--- config.mk ---
export PLATFORM = sky130hd
export DESIGN_NAME = rv32_divider
export DESIGN_NICKNAME = d
export VERILOG_FILES = /design/src/hdl/rv32_pkg.sv /design/src/hdl/rv32_divider.sv
export SDC_FILE = /design/constraint.sdc
export NUM_CORES = 1
export LEC_CHECK = 0
export BUFFER_PORTS_ARGS = -buffer_cell sky130_fd_sc_hd__buf_2
export CAP_MARGIN = 20
export CORE_AREA = 4 4 110 112
export CTS_CLUSTER_SIZE = 30
export DETAILED_ROUTE_END_ITERATION = 8
export DIE_AREA = 0 0 114 116
export GPL_TIMING_DRIVEN = 1
export MAX_ROUTING_LAYER = met4
export PLACE_DENSITY = 0.79
export SYNTH_ARGS = -nofsm -noshare
export SYNTH_HDL_FRONTEND = slang
export SYNTH_SLANG_ARGS = --single-unit
--- constraint.sdc ---
create_clock -name clk -period 8.66 [get_ports clk]
set_input_delay 2.598 -clock clk [delete_from_list [all_inputs] [get_ports clk]]
set_output_delay 2.598 -clock clk [all_outputs]
set_load 0.03 [all_outputs]
--- src/hdl/rv32_pkg.sv ---
// Shared types and constants for the RV32IM execute core.
package rv32_pkg;

  localparam logic [6:0] OP_LUI    = 7'h37;
  localparam logic [6:0] OP_AUIPC  = 7'h17;
  localparam logic [6:0] OP_JAL    = 7'h6f;
  localparam logic [6:0] OP_JALR   = 7'h67;
  localparam logic [6:0] OP_BRANCH = 7'h63;
  localparam logic [6:0] OP_LOAD   = 7'h03;
  localparam logic [6:0] OP_STORE  = 7'h23;
  localparam logic [6:0] OP_IMM    = 7'h13;
  localparam logic [6:0] OP_REG    = 7'h33;
  localparam logic [6:0] OP_SYSTEM = 7'h73;

  localparam logic [31:0] INSN_MRET   = 32'h30200073;
  localparam logic [31:0] INSN_ECALL  = 32'h00000073;
  localparam logic [31:0] INSN_EBREAK = 32'h00100073;

  localparam logic [11:0] CSR_MSTATUS = 12'h300;
  localparam logic [11:0] CSR_MTVEC   = 12'h305;
  localparam logic [11:0] CSR_MEPC    = 12'h341;
  localparam logic [11:0] CSR_MCAUSE  = 12'h342;

  localparam logic [31:0] CAUSE_ECALL_M = 32'd11;

  localparam logic [1:0] ST_NORMAL  = 2'd0;
  localparam logic [1:0] ST_HALT    = 2'd1;
  localparam logic [1:0] ST_ILLEGAL = 2'd2;

  typedef struct packed {
    logic [31:0] instr_pc;
    logic [31:0] next_pc;
    logic        reg_write;
    logic [4:0]  reg_index;
    logic [31:0] reg_value;
    logic [1:0]  status;
    logic [31:0] halt_code;
  } result_t;

endpackage

--- src/hdl/rv32_divider.sv ---
// Radix-2 restoring divider for div, divu, rem and remu.
module rv32_divider import rv32_pkg::*; (
  input  logic        clk,
  input  logic        rst_n,
  input  logic        start,
  input  logic [31:0] dividend,
  input  logic [31:0] divisor,
  output logic        done,
  output logic [31:0] quotient,
  output logic [31:0] remainder
);

  logic        busy_r, busy_nxt;
  logic [5:0]  cnt_r, cnt_nxt;
  logic [31:0] quo_r, quo_nxt;
  logic [32:0] rem_r, rem_nxt;
  logic [31:0] dvs_r, dvs_nxt;
  logic        done_r, done_nxt;
  logic [32:0] trial;

  always_comb begin
    busy_nxt = busy_r;
    cnt_nxt  = cnt_r;
    quo_nxt  = quo_r;
    rem_nxt  = rem_r;
    dvs_nxt  = dvs_r;
    done_nxt = 1'b0;
    trial    = {rem_r[31:0], quo_r[31]} - {1'b0, dvs_r};
    if (start) begin
      busy_nxt = 1'b1;
      cnt_nxt  = 6'd0;
      quo_nxt  = dividend;
      rem_nxt  = 33'd0;
      dvs_nxt  = divisor;
    end else if (busy_r) begin
      // One quotient bit per cycle; the dividend shifts out of quo_r as bits enter.
      if (trial[32]) begin
        rem_nxt = {rem_r[31:0], quo_r[31]};
        quo_nxt = {quo_r[30:0], 1'b0};
      end else begin
        rem_nxt = trial;
        quo_nxt = {quo_r[30:0], 1'b1};
      end
      cnt_nxt = cnt_r + 6'd1;
      if (cnt_r == 6'd31) begin
        busy_nxt = 1'b0;
        done_nxt = 1'b1;
      end
    end
  end

  always_ff @(posedge clk) begin
    if (!rst_n) begin
      busy_r <= 1'b0;
      done_r <= 1'b0;
      cnt_r  <= 6'd0;
    end else begin
      busy_r <= busy_nxt;
      done_r <= done_nxt;
      cnt_r  <= cnt_nxt;
    end
    quo_r <= quo_nxt;
    rem_r <= rem_nxt;
    dvs_r <= dvs_nxt;
  end

  assign done      = done_r;
  assign quotient  = quo_r;
  assign remainder = rem_r[31:0];

endmodule

==> results of run 1 <==
==> critical path, stage by stage <==
cell and delay (ns):
buf_4 0.35, buf_4 0.67, or2_2 0.73
==> stage by stage <==
stage               total power (µW)  instance area [µm²]  hold WS, ns
floorplan                        846                 5960        0.424
global placement                 919                 6660        0.445
detailed placement               927                 6660        0.472
CTS                             1330                 6950        0.482
global route                    1380                 6950        0.506
finish                          1320                 6950        0.482
==> state kept, by name, indices dropped and copies added, names as in the netlist <==
name and cells:
done 1, dvs_r 32, quotient 32, rem_r 32
busy_r 1, cnt_r 6
==> cells by family (layout without fill, tap and decap cells) <==
family                     Yosys count  in the layout  share of synthesized area (%)
DFF                                104            104                           45.7
AOI/OAI and AO/OA                  136            136                           17.3
xor gates and xnor gates            35             35                           5.58
adders and majority gates           34             34                           7.26
and+or+nand+nor                    170            170                           12.8
muxes                               33             33                           6.19
buffers and inverters               69            188                           5.16
==> synthesized netlist by cell type (all sizes together), types with 18 or more instances <==
cell and count:
inv 38, ha 33, dfxtp 40, xnor2 18
clkbuf 19, o21ai 20, nor2 47, a311oi 27
nand2 76, mux2 31, edfxtp 64, a21oi 29
==> worst paths after layout <==
path	start	slack (ns)	cells past startpoint	endpoint
min	cnt_r[5]	0.48	1	done
max	start	4.26	3	quotient[24]
max reg2reg	quotient[31]	4.91	13	rem_r[17]
min reg2reg	cnt_r[5]	0.48	1	done
==> metal layers <==
metal / vias to the layer above / track usage [%]
met2: 110 / 34.0
met5: - / -
met3: 9 / 4.18
li1: 2337 / -
met4: 0 / 6.73
met1: 2232 / 24.9
==> area by class of cell <==
class,instances,area [µm²]
fillers,977,4270
multi-input cells,408,2930
flip-flops and latches,104,2720
repair buffers,134,681
clock buffers,10,229
well taps,143,179
inverters,38,143
clock inverters,6,62.6
==> where the power goes <==
group          leakage (µW)  internal (µW)  total [µW]  switching [µW]
Combinational       0.00192            124         321             197
Sequential         0.000964            571         596            25.5
Clock              0.000143            203         401             198
Total               0.00303            898        1320             421
==> flow_metrics.tcl, run 1 <==
set metrics [dict create \
    setup_violations 0 \
    cts_buffers 9 \
    dpl_worst_slack_ns 3.81 \
    postSynthCellCount 581 \
    cts_setup_buffers 0 \
    final_cell_count_no_fill 843 \
    status "complete, no violations" \
    hold_viol 0 \
    diodes 0 \
    critPathArrivalTime_ns 4.40 \
    synth_edf_count 64 \
    yosysTopAreaCellShare_pct 32.2 \
    ys.flop_type "edfxtp_1" \
    grt_max_degree 65 \
    wl_met2_um 6540 \
    numPortBuffers 131 \
    required_ns 8.66 \
    die_area_um2 13200 \
    pin_count 132 \
    h-tree-depth 3 \
    tightest_slew_ns 0.933 \
    yosysTopAreaCell "edfxtp_1" \
    die-height_um 116 \
    dp_cells 827 \
    relSlewSlack_pct 37.8 \
    drc 0 \
    routedWlPerCell_um 15.4 \
    timing.setup.tns_ns 0 \
    ant_nets 0 \
    vias_per_cell 5.56 \
    yosys_register_bits 104 \
    final_layout_size_suffix_gt1_share_pct 28.4 \
    first_pass_iters 4 \
    wl_met3_um 662 \
    fmax_mhz 227 \
    p_leak_uw 0.00303 \
    rsz0062_at_grt "false" \
    tritoncts "built" \
    period_share_pct 50.9 \
    ys_seq_area_share_pct 45.7 \
    grt_pass1_wl_um 21000 \
    start_util_pct 53.1 \
    grt_overflow_total 0 \
    clk_pin_slew_ns 0.08 \
    rows 39 \
    area_growth_pct 16.6 \
    drv_cap 0 \
    final_cell_mix "buf_2 (130), nand2_1 (76), edfxtp_1 (64)" \
    routed.top_layer "met4" \
    ys_warn_count 0 \
    clk_latency_ns 0.36 \
    gp_congestion 0.886 \
    postCtsHoldBufs 0 \
    ir_worst_vdd_mv 0.111 \
    drtIter0Drc 275 \
    cts_resized 0 \
    setup_slack_ns 4.26 \
    finalWirelength_um 13000 \
    synthArstFlopShare_pct 0 \
    clock-root-buffer "clkbuf_16" \
    grtUsageTotal_pct 20.4 \
    clkSinkCount 104 \
    layout_commonest_cell "buf_2" \
    wl_met1_um 5640 \
    fin_crit_ns 4.40 \
    die_w_um 114 \
    end_kind "flip-flop" \
    crit_fanout 64 \
    crit_path_start_kind "input port" \
    fin_util_pct 61.9 \
    dp_hpwl_um 9390 \
    finalClockSkew_ns 0.00962 \
    synth_area_per_cell_um2 10.3 \
    clock_path_buffers 2 \
    ys_types 67 \
    holdCritPathClass "flip-flop to flip-flop" \
    synth_area_leaders "edfxtp_1 (32%), dfxtp_1 (13%), ha_1 (6.9%)" \
    finalMaxSlewViolations 0 \
    final_nets 796 \
    via_count 4688 \
    path_class "input port to flip-flop" \
    power.density_nw_per_um2 190 \
    synth_fp_nets 682 \
    synth_area_um2 5960 \
    antenna_found_initial 0 \
    grt_pass1_vias 4536 \
    core-area_um2 11200 \
]
Note: power is estimated with default switching activity, not from simulation.
==> run 2: changes to the inputs <==
- ABC_AREA: unset -> 1
- CORE_AREA: 4 4 110 112 -> 4 4 117 119
- DIE_AREA: 0 0 114 116 -> 0 0 121 123
- clock period: 8.66 -> 4.3 ns (I/O delays scaled with it)
==> flow_metrics.tcl, run 2 <==
set metrics [dict create \
    status "complete, no violations" \
    synth_fp_nets 1139 \
    synth_area_leaders "edfxtp_1 (28%), nand2_1 (26%), dfxtp_1 (12%)" \
    required_ns 4.56 \
    core-area_um2 12600 \
    drc 0 \
    p_leak_uw 0.00458 \
    synth_commonest_cells "nand2_1 (475), inv_1 (208), edfxtp_1 (64)" \
    ys.flop_type "edfxtp_1" \
    hold_viol 0 \
    h-tree-depth 3 \
    n_fill_cell 1182 \
    clock-root-buffer "clkbuf_16" \
    path_class "flip-flop to flip-flop" \
    cts_setup_buffers 0 \
    timing.setup.tns_ns 0 \
    via_count 6279 \
    end_kind "flip-flop" \
    cts_resized 0 \
    fin_crit_ns 2.78 \
    period_share_pct 64.6 \
    min_from "cnt_r[5]" \
    rows 41 \
    routedWlPerCell_um 12.4 \
    clk_latency_ns 0.37 \
    drtIter0Drc 450 \
    clock_path_buffers 2 \
    final_layout_size_suffix_gt1_share_pct 15.0 \
    r2r-start "quotient[31]" \
    crit_fanout 30 \
    yosysTopAreaCellShare_pct 27.9 \
    yosysTopAreaCell "edfxtp_1" \
    pin_count 132 \
    cp-startpoint "quotient[31]" \
    layout_commonest_cell "nand2_1" \
    ys_types 32 \
    postCtsHoldBufs 0 \
    final_nets 1266 \
    cts_buffers 9 \
    grtUsageTotal_pct 24.1 \
    diodes 0 \
    ant_nets 0 \
    synth_area_um2 6880 \
    finalMaxSlewViolations 0 \
    tritoncts "built" \
    grt_max_degree 50 \
    setup_violations 0 \
    slowest_stage "nand2_2" \
    synth_edf_count 64 \
    relSlewSlack_pct 38.1 \
    gp_congestion 0.984 \
    die_w_um 121 \
    grt_overflow_total 0 \
    yosys_register_bits 104 \
    antenna_found_initial 0 \
    crit_path_start_kind "flip-flop" \
    postSynthCellCount 1038 \
    synth.most_common_cell "nand2_1" \
    critPathArrivalTime_ns 3.03 \
    power.density_nw_per_um2 297 \
    synthArstFlopShare_pct 0 \
    ys_warn_count 0 \
    synth_area_per_cell_um2 6.63 \
    ys_seq_area_share_pct 39.6 \
    finalWirelength_um 16700 \
    critPathMostFrequentCell "nand2_2" \
    crit_family "simple AND/OR/NAND/NOR gates" \
    start_util_pct 54.8 \
    dp_hpwl_um 12900 \
    hold_slack_ns 0.475 \
    die-height_um 123 \
    first_pass_iters 5 \
    die_area_um2 14900 \
    finalClockSkew_ns 0.0111 \
    drv_cap 0 \
    vias_per_cell 4.68 \
    final_cell_mix "nand2_1 (475), inv_1 (208), buf_2 (131)" \
    crit_chain "inv_1, ha_1, fa_1, inv_1, nand2_1, nand2_1, nand3_1, nand2_2, nand2_1, nand2_2, nand2_2, nand2_2, nand2_2, nand2_2, nand2_1, nand3_1, nand2_1" \
    grt_pass1_wl_um 27800 \
    clk_pin_slew_ns 0.08 \
    tightest_slew_ns 0.928 \
    fmax_mhz 360 \
    numPortBuffers 131 \
    ir_worst_vdd_mv 0.275 \
    holdCritPathClass "flip-flop to flip-flop" \
    rsz0062_at_grt "false" \
    area_growth_pct 16.0 \
    grt_pass1_vias 6133 \
    clkSinkCount 104 \
    crit_buf_inv 2 \
    cpPeakStageDelay_ns 0.45 \
]
## run 2: cell types whose count changed in the layout (fill, tap and decap cells not counted), sizes merged, moves of 6 or more
cell    previous run  this run
mux2              31         0
a21o              16         1
o21ai             20         7
a21oi             29        22
a31oi              7         1
xnor2             18        12
nand2             76       485
nand3              9        57
inv               42       218
xor2              17         2
nand2b             6         0
a311oi            27         0
nor3               3        10
## run 2: routing by layer
metal	vias up	GRT usage [%]	routed length, µm	part of all wire [%]
met3	18	5.49	1020	6.1
met5	-	-	0	0
met4	0	5.88	197	1.2
met1	2718	29.1	7500	45
li1	3386	-	-	-
met2	157	41.3	7930	48
## run 2: logic make-up after synthesis
logic type,after synthesis,synth area share [%]
fa+ha+maj,34,6.29
buf+inv,233,13.4
xor+xnor,14,1.78
flops,104,39.6
compound gates,34,2.69
simple gates,619,36.3
## run 2: final cells by class
| cell class | instances | area, µm² | area share (%) |
|---|---|---|---|
| tap | 172 | 215 | 2.70 |
| inverter | 214 | 803 | 10.1 |
| clock buffer | 9 | 225 | 2.82 |
| sequential | 104 | 2720 | 34.1 |
| multi-input combinational | 701 | 3240 | 40.6 |
| timing repair buffer | 135 | 686 | 8.59 |
| clock inverter | 7 | 85.1 | 1.07 |
## run 2: worst paths after layout
check	slack (ns)	end	depth (start not counted)
setup reg to reg	1.52	rem_r[28]	17
setup / recovery	1.52	rem_r[28]	17
hold reg to reg	0.48	cnt_r[5]	2
hold / removal	0.48	cnt_r[5]	2
## run 2: report_power, final
part           total [µW]  switching, µW  internal, µW
Clock                 867            403           464
Combinational         352            240           111
Sequential           1150           27.3          1130
Total                2370            671          1700
## run 2: metrics by stage
stage	std cells	worst slack (ns)	power [µW]	util, %	area [µm²]
global route	1342	1.24	2480	63.5	7980
finish	1342	1.52	2370	63.5	7980
CTS	1342	1.49	2390	63.5	7980
floorplan	1038	1.57	1410	-	6880
detailed placement	1326	1.23	1530	61.0	7670
global placement	1326	1.24	1520	61.0	7670
## run 2: worst register-to-register path, cell delays in order (launching register included)
cell      delay [ns]
edfxtp_1        0.36
inv_1           0.07
ha_1            0.23
fa_1            0.40
inv_1           0.08
nand2_1         0.07
nand2_1         0.08
nand3_1         0.08
nand2_2         0.13
nand2_1         0.07
nand2_2         0.11
nand2_2         0.09
nand2_2         0.07
nand2_2         0.07
nand2_2         0.45
nand2_1         0.16
nand3_1         0.10
nand2_1         0.05
